$ cat src/hdl/fdsg_pkg.sv
`timescale 1ns / 1ps
// ----------------------------------------------------------------------------
// fdsg_pkg
// Shared constants and controller/datapath interface types for the filled
// disc span generator.
// ----------------------------------------------------------------------------
package fdsg_pkg;

    localparam int COORD_BITS = 12;
    localparam int RAD_BITS   = 5;
    localparam int MAX_RADIUS = 31;
    localparam int OUT_BITS   = 14;
    localparam int DY_BITS    = RAD_BITS + 1;
    localparam int N_BITS     = 2 * RAD_BITS;
    localparam int ROOT_BITS  = RAD_BITS;
    localparam int BIT_IDX_W  = $clog2(ROOT_BITS);

    typedef struct packed {
        logic load;
        logic calc;
        logic root_step;
        logic round;
        logic emit;
    } dp_cmd_t;

    typedef struct packed {
        logic empty_mark;
        logic root_done;
        logic last_row;
        logic out_free;
    } dp_status_t;

endpackage

$ cat src/hdl/fdsg_controller.sv
`timescale 1ns / 1ps
// ----------------------------------------------------------------------------
// fdsg_controller
// Sequencer that steps each mark through its rows: square operand, bit
// serial root, rounding and span write.
// ----------------------------------------------------------------------------
module fdsg_controller
(
    input  logic                 clk,
    input  logic                 rst_n,
    input  logic                 mark_valid,
    output logic                 mark_stall,
    input  fdsg_pkg::dp_status_t status,
    output fdsg_pkg::dp_cmd_t    cmd
);

    typedef enum logic [2:0] {
        S_IDLE,
        S_CALC,
        S_ROOT,
        S_ROUND,
        S_EMIT
    } state_t;

    state_t state_reg;
    state_t state_next;

    always_comb
    begin
        state_next = state_reg;
        cmd        = '0;
        case (state_reg)
            S_IDLE:
            begin
                if (mark_valid)
                begin
                    cmd.load = 1'b1;
                    if (!status.empty_mark)
                    begin
                        state_next = S_CALC;
                    end
                end
            end
            S_CALC:
            begin
                cmd.calc   = 1'b1;
                state_next = S_ROOT;
            end
            S_ROOT:
            begin
                cmd.root_step = 1'b1;
                if (status.root_done)
                begin
                    state_next = S_ROUND;
                end
            end
            S_ROUND:
            begin
                cmd.round  = 1'b1;
                state_next = S_EMIT;
            end
            S_EMIT:
            begin
                if (status.out_free)
                begin
                    cmd.emit   = 1'b1;
                    state_next = status.last_row ? S_IDLE : S_CALC;
                end
            end
            default:
            begin
                state_next = S_IDLE;
            end
        endcase
    end

    always_ff @(posedge clk or negedge rst_n)
    begin
        if (!rst_n)
        begin
            state_reg <= S_IDLE;
        end
        else
        begin
            state_reg <= state_next;
        end
    end

    assign mark_stall = (state_reg != S_IDLE);

endmodule

$ cat src/hdl/fdsg_datapath.sv
`timescale 1ns / 1ps
// ----------------------------------------------------------------------------
// fdsg_datapath
// Mark registers, row counter, bit serial rounded square root and the
// span output register.
// ----------------------------------------------------------------------------
module fdsg_datapath
(
    input  logic                                   clk,
    input  logic                                   rst_n,
    input  logic [fdsg_pkg::COORD_BITS-1:0]        center_x,
    input  logic [fdsg_pkg::COORD_BITS-1:0]        center_y,
    input  logic [fdsg_pkg::RAD_BITS-1:0]          radius,
    input  logic                                   is_point,
    input  fdsg_pkg::dp_cmd_t                      cmd,
    output fdsg_pkg::dp_status_t                   status,
    output logic                                   span_valid,
    input  logic                                   span_stall,
    output logic signed [fdsg_pkg::OUT_BITS-1:0]   span_row,
    output logic signed [fdsg_pkg::OUT_BITS-1:0]   span_first,
    output logic signed [fdsg_pkg::OUT_BITS-1:0]   span_final,
    output logic                                   last_span
);

    localparam int CB = fdsg_pkg::COORD_BITS;
    localparam int RB = fdsg_pkg::RAD_BITS;
    localparam int DB = fdsg_pkg::DY_BITS;
    localparam int NB = fdsg_pkg::N_BITS;
    localparam int KB = fdsg_pkg::ROOT_BITS;
    localparam int IB = fdsg_pkg::BIT_IDX_W;
    localparam int OB = fdsg_pkg::OUT_BITS;

    logic [CB-1:0]        cx_reg;
    logic [CB-1:0]        cy_reg;
    logic [RB-1:0]        r_reg;
    logic                 point_reg;
    logic signed [DB-1:0] dy_reg;
    logic [NB-1:0]        n_reg;
    logic [KB-1:0]        root_reg;
    logic [IB-1:0]        bit_idx_reg;
    logic [KB:0]          h_reg;

    logic                 out_valid_reg;
    logic signed [OB-1:0] row_reg;
    logic signed [OB-1:0] first_reg;
    logic signed [OB-1:0] final_reg;
    logic                 last_reg;

    logic [RB-1:0]        r_sat;
    logic signed [DB-1:0] dy_last;
    logic [RB-1:0]        ady;
    logic [NB-1:0]        n_next;
    logic [KB-1:0]        trial;
    logic [NB-1:0]        trial_sq;
    logic [NB:0]          pronic;
    logic [KB:0]          h_next;
    logic signed [OB-1:0] cx_ext;
    logic signed [OB-1:0] cy_ext;
    logic signed [OB-1:0] dy_ext;
    logic signed [OB-1:0] h_ext;

    assign r_sat   = (radius > RB'(fdsg_pkg::MAX_RADIUS)) ? RB'(fdsg_pkg::MAX_RADIUS) : radius;
    assign dy_last = signed'({1'b0, r_reg - RB'(1)});
    assign ady     = dy_reg[DB-1] ? RB'(-dy_reg) : RB'(dy_reg);
    assign n_next  = (NB'(r_reg) * NB'(r_reg)) - (NB'(ady) * NB'(ady));

    assign trial    = root_reg | (KB'(1) << bit_idx_reg);
    assign trial_sq = NB'(trial) * NB'(trial);
    assign pronic   = (NB + 1)'(root_reg) * ((NB + 1)'(root_reg) + (NB + 1)'(1));
    assign h_next   = point_reg ? (KB + 1)'(1)
                    : (((NB + 1)'(n_reg) > pronic) ? ({1'b0, root_reg} + (KB + 1)'(1))
                                                   : {1'b0, root_reg});

    assign cx_ext = signed'(OB'(cx_reg));
    assign cy_ext = signed'(OB'(cy_reg));
    assign dy_ext = signed'({{(OB - DB){dy_reg[DB-1]}}, dy_reg});
    assign h_ext  = signed'(OB'(h_reg));

    // working registers
    always_ff @(posedge clk)
    begin
        if (cmd.load)
        begin
            cx_reg    <= center_x;
            cy_reg    <= center_y;
            r_reg     <= r_sat;
            point_reg <= is_point;
            dy_reg    <= is_point ? DB'(0) : (DB'(0) - DB'(r_sat - RB'(1)));
        end
        if (cmd.calc)
        begin
            n_reg       <= n_next;
            root_reg    <= '0;
            bit_idx_reg <= IB'(KB - 1);
        end
        if (cmd.root_step)
        begin
            if (trial_sq <= n_reg)
            begin
                root_reg <= trial;
            end
            bit_idx_reg <= bit_idx_reg - IB'(1);
        end
        if (cmd.round)
        begin
            h_reg <= h_next;
        end
        if (cmd.emit)
        begin
            dy_reg    <= dy_reg + DB'(1);
            row_reg   <= cy_ext + dy_ext;
            first_reg <= cx_ext - h_ext + OB'(1);
            final_reg <= cx_ext + h_ext - OB'(1);
            last_reg  <= status.last_row;
        end
    end

    // output transaction valid
    always_ff @(posedge clk or negedge rst_n)
    begin
        if (!rst_n)
        begin
            out_valid_reg <= 1'b0;
        end
        else if (cmd.emit)
        begin
            out_valid_reg <= 1'b1;
        end
        else if (!span_stall)
        begin
            out_valid_reg <= 1'b0;
        end
    end

    assign status.empty_mark = !is_point && (radius == RB'(0));
    assign status.root_done  = (bit_idx_reg == IB'(0));
    assign status.last_row   = point_reg || (dy_reg == dy_last);
    assign status.out_free   = !out_valid_reg || !span_stall;

    assign span_valid = out_valid_reg;
    assign span_row   = row_reg;
    assign span_first = first_reg;
    assign span_final = final_reg;
    assign last_span  = last_reg;

endmodule

$ cat src/hdl/filled_disc_span_generator.sv
`timescale 1ns / 1ps
// ----------------------------------------------------------------------------
// filled_disc_span_generator
// Turns one mark (centre, radius, point flag) into horizontal spans of a
// filled disc, one span per row, top row first.
// ----------------------------------------------------------------------------
// A mark is taken only while the block is idle. A point mark gives one span;
// a disc of radius r gives 2r-1 spans, each made in turn by operand square,
// five steps of the bit serial square root unit, rounding and output write,
// and the block takes no new mark until the last span of the mark is
// written; a zero radius disc gives nothing. Spans sit in an output
// register, so the next row is computed while a span waits on span_stall.
// Spans are not clipped.
module filled_disc_span_generator
(
    input  logic                                  clk,
    input  logic                                  rst_n,
    input  logic                                  mark_valid,
    output logic                                  mark_stall,
    input  logic [fdsg_pkg::COORD_BITS-1:0]       center_x,
    input  logic [fdsg_pkg::COORD_BITS-1:0]       center_y,
    input  logic [fdsg_pkg::RAD_BITS-1:0]         radius,
    input  logic                                  is_point,
    output logic                                  span_valid,
    input  logic                                  span_stall,
    output logic signed [fdsg_pkg::OUT_BITS-1:0]  span_row,
    output logic signed [fdsg_pkg::OUT_BITS-1:0]  span_first,
    output logic signed [fdsg_pkg::OUT_BITS-1:0]  span_final,
    output logic                                  last_span
);

    fdsg_pkg::dp_cmd_t    cmd;
    fdsg_pkg::dp_status_t status;

    fdsg_controller u_controller
    (
        .clk        (clk),
        .rst_n      (rst_n),
        .mark_valid (mark_valid),
        .mark_stall (mark_stall),
        .status     (status),
        .cmd        (cmd)
    );

    fdsg_datapath u_datapath
    (
        .clk        (clk),
        .rst_n      (rst_n),
        .center_x   (center_x),
        .center_y   (center_y),
        .radius     (radius),
        .is_point   (is_point),
        .cmd        (cmd),
        .status     (status),
        .span_valid (span_valid),
        .span_stall (span_stall),
        .span_row   (span_row),
        .span_first (span_first),
        .span_final (span_final),
        .last_span  (last_span)
    );

endmodule
$ cat config.mk
export PLATFORM = sky130hd
export DESIGN_NAME = filled_disc_span_generator
export DESIGN_NICKNAME = d
export VERILOG_FILES = /design/src/hdl/fdsg_pkg.sv /design/src/hdl/fdsg_controller.sv /design/src/hdl/fdsg_datapath.sv /design/src/hdl/filled_disc_span_generator.sv
export SDC_FILE = /design/constraint.sdc
export NUM_CORES = 1
export LEC_CHECK = 0
export BUFFER_PORTS_ARGS = -buffer_cell sky130_fd_sc_hd__buf_4
export CAP_MARGIN = 20
export CORE_UTILIZATION = 55
export CTS_CLUSTER_SIZE = 40
export DETAILED_ROUTE_END_ITERATION = 12
export PLACE_DENSITY_LB_ADDON = 0.25
export SLEW_MARGIN = 20
export SYNTH_ARGS = -nofsm -noshare
export SYNTH_HDL_FRONTEND = slang
export SYNTH_SLANG_ARGS = --single-unit
$ cat constraint.sdc
create_clock -name clk -period 8.5 [get_ports clk]
set_input_delay 1.7 -clock clk [delete_from_list [all_inputs] [get_ports clk]]
set_output_delay 1.7 -clock clk [all_outputs]
set_load 0.03 [all_outputs]
==> flow_summary.json <==
{
  "setup-violations-final": 0,
  "dp_hpwl_um": 13300,
  "hp-start": "u_datapath.span_valid",
  "path_class": "flip-flop to flip-flop",
  "grt_usage": 0.204,
  "ctsResizeCount": 0,
  "die_w_um": 130,
  "drv_slew": 0,
  "path_common_cell": "inv_1",
  "cp.required_ps": 8610,
  "r2r_start": "u_datapath.dy_reg[0]",
  "drt_wl_total_um": 16400,
  "syn_avg_cell_area_um2": 10.0,
  "busiest_layer": "met2",
  "grt_max_degree": 45,
  "endpoint_kind": "flip-flop",
  "seq_area_frac_synth": 0.347,
  "min_to": "u_datapath.span_valid",
  "fin_crit_ps": 6010,
  "final_cell_mix": "125 x inv_1, 119 x ha_1, 97 x edfxtp_1",
  "avgRoutedWirePerCell_um": 13.9,
  "gr-total-overflow": 0,
  "cts-root-buf": "clkbuf_16",
  "fin_cells": 1183,
  "finalHoldViolations": 0,
  "tightest_slew_ps": 878,
  "crit_path_max_incr_delay_ps": 650,
  "cap_viol_max_count": 0,
  "routed_via_density": 5.31,
  "htree_levels": 3,
  "io_pins": 79,
  "drt_iter0_markers": 442,
  "status": "finished, final reports clean",
  "routed-via-count": 6281,
  "finalClockSkew_ps": 10.8,
  "n_antenna_cell": 0,
  "die_y_um": 130,
  "drc_errors": 0,
  "slew-limit-headroom": 0.409,
  "placed_cells": 1167,
  "place_congestion": 0.844,
  "gr-usage-met3": 0.0402,
  "yosysWarnings": 0,
  "cts_inserted_buffers": 9,
  "synth_seq_cells": 106,
  "grt_pass1_vias": 5851,
  "async_flop_share": 0.0377,
  "drive_gt1_frac": 0.121,
  "cp_max_fo": 14,
  "tritoncts": "done",
  "met2_usage": 0.352,
  "core_area_um2": 15900,
  "hold_class": "flip-flop to flip-flop",
  "cts.path.max_buffers": 2,
  "start_kind": "flip-flop",
  "layout_commonest_cell": "inv_1",
  "synth_top_flop_cell": "edfxtp_1",
  "fmax_mhz": 166,
  "ant_nets": 0,
  "nFillCells": 1347,
  "dieArea_um2": 16800,
  "clock_latency_ps": 360,
  "reg2reg_to": "u_datapath.n_reg[9]",
  "synth_edf_count": 97,
  "layout.nets": 1155,
  "arrival_ps": 6120,
  "numPortBuffers": 78,
  "globalRouteMet1Util": 0.265,
  "syn_area_um2": 8980,
  "cts_sinks": 106,
  "synth_cells": 895,
  "holdBufCountCts": 0,
  "fin_tns_setup_ps": 0,
  "hold_depth": 2,
  "post-route-util": 0.633,
  "antenna_found_initial": 0,
  "start_util": 0.565,
  "synth_nets": 1088,
  "clk_pin_slew_ps": 80,
  "drt_pass1_iterations": 5,
  "cts_setup_buffers": 0,
  "syn_to_final_growth_pct": 12.0,
  "regToRegSetupSlack_ps": 2490,
  "rsz0062_at_grt": "no",
  "r2r_cells": 23,
  "grt_first_pass_wirelength_um": 26800,
  "placementRows": 46,
  "cp_slowest_cell": "edfxtp_1",
  "finalCritPeriodShare": 0.707,
  "crit_chain": "inv_1 > ha_1 > nand2b_1 > o21ai_0 > xor2_1 > nand2b_1 > inv_1 > fa_1 > fa_1 > fa_1 > inv_1 > fa_1 > inv_1 > fa_1 > inv_1 > ha_1 > inv_1 > nor2_1 > nor2_1 > o21bai_1 > a21oi_1 > o21ai_0 > xnor2_1",
  "synth_cell_type_count": 74
}
==> how the worst max path moves through the flow <==
| stage | startpoint | to | slack (ps) | cells past startpoint |
|---|---|---|---|---|
| 2_1_floorplan | u_datapath.dy_reg[0] | u_datapath.n_reg[9] | 2790 | 24 |
| 3_3_place_gp | u_datapath.dy_reg[0] | u_datapath.n_reg[9] | 2570 | 23 |
| 3_5_place_dp | u_datapath.dy_reg[0] | u_datapath.n_reg[9] | 2490 | 23 |
| 4_1_cts | u_datapath.dy_reg[0] | u_datapath.n_reg[9] | 2460 | 23 |
| 5_1_grt | u_datapath.dy_reg[0] | u_datapath.n_reg[9] | 2050 | 23 |
| 6_report | u_datapath.dy_reg[0] | u_datapath.n_reg[9] | 2490 | 23 |
==> cell usage after synthesis, drive strengths merged, types with 3 or more instances <==
| cell type | n | area share |
|---|---|---|
| dfxtp | 5 | 0.011 |
| o31ai | 5 | 0.0072 |
| edfxtp | 97 | 0.32 |
| o21a | 3 | 0.0025 |
| a31oi | 4 | 0.0028 |
| a21oi | 40 | 0.023 |
| or2 | 6 | 0.0042 |
| and2 | 4 | 0.0028 |
| or3 | 11 | 0.0082 |
| nor3 | 23 | 0.013 |
| clkbuf | 17 | 0.0071 |
| nor2 | 74 | 0.031 |
| xor2 | 32 | 0.031 |
| a21boi | 6 | 0.0054 |
| nand2b | 15 | 0.011 |
| a211oi | 5 | 0.0061 |
| dfrtp | 4 | 0.011 |
| nand3 | 18 | 0.011 |
| nand2 | 60 | 0.025 |
| fa | 40 | 0.089 |
| xnor2 | 52 | 0.052 |
| mux2i | 7 | 0.0078 |
| o21bai | 4 | 0.0033 |
| nor4b | 3 | 0.0046 |
| a221oi | 3 | 0.0029 |
| buf | 7 | 0.0050 |
| o21ai | 35 | 0.020 |
| nand4 | 6 | 0.0042 |
| a21o | 12 | 0.010 |
| ha | 119 | 0.17 |
| inv | 126 | 0.053 |
| nor2b | 22 | 0.016 |
==> routing by layer <==
| layer | share of wire | wire length [um] |
|---|---|---|
| met1 | 0.46 | 7490 |
| met3 | 0.032 | 526 |
| met4 | 0.011 | 180 |
| met2 | 0.50 | 8240 |
| met5 | 0 | 0 |
==> critical path: cells and delay by family (launching register included) <==
kind | cells | cell delay [ps]
AO/OA/AOI/OAI | 4 | 510
XOR/XNOR | 2 | 510
adder cells (fa/ha/maj) | 7 | 3140
buffers and inverters | 6 | 450
flip-flops | 1 | 650
AND/OR/NAND/NOR | 4 | 510
==> cell type report <==
cell class / count / area (um^2) / area share
multi-input cells: 639 / 5290 / 0.526
clock buffers: 9 / 225 / 0.0224
clock inverters: 7 / 85.1 / 0.00846
repair buffers: 80 / 601 / 0.0597
inverters: 126 / 473 / 0.0470
well taps: 216 / 270 / 0.0269
flip-flops and latches: 106 / 3110 / 0.310
==> stage by stage <==
| stage | setup slack, ps | hold WS, ps | area (um^2) |
|---|---|---|---|
| floorplan | 2790 | 513 | 8980 |
| global placement | 2570 | 512 | 9750 |
| detailed placement | 2490 | 520 | 9750 |
| CTS | 2460 | 541 | 10100 |
| global route | 2050 | 574 | 10100 |
| finish | 2490 | 536 | 10100 |
==> cell families after synthesis <==
| kind of cell | count (synthesis) | synth area share |
|---|---|---|
| simple gates | 254 | 0.142 |
| fa+ha+maj | 159 | 0.255 |
| buf+inv | 150 | 0.0648 |
| compound gates | 135 | 0.101 |
| flops | 106 | 0.347 |
| xor+xnor | 84 | 0.0828 |
| mux | 7 | 0.00780 |
Power is not shown: default switching activity piles up to over one toggle a cycle in this logic, so the estimate is an artifact.
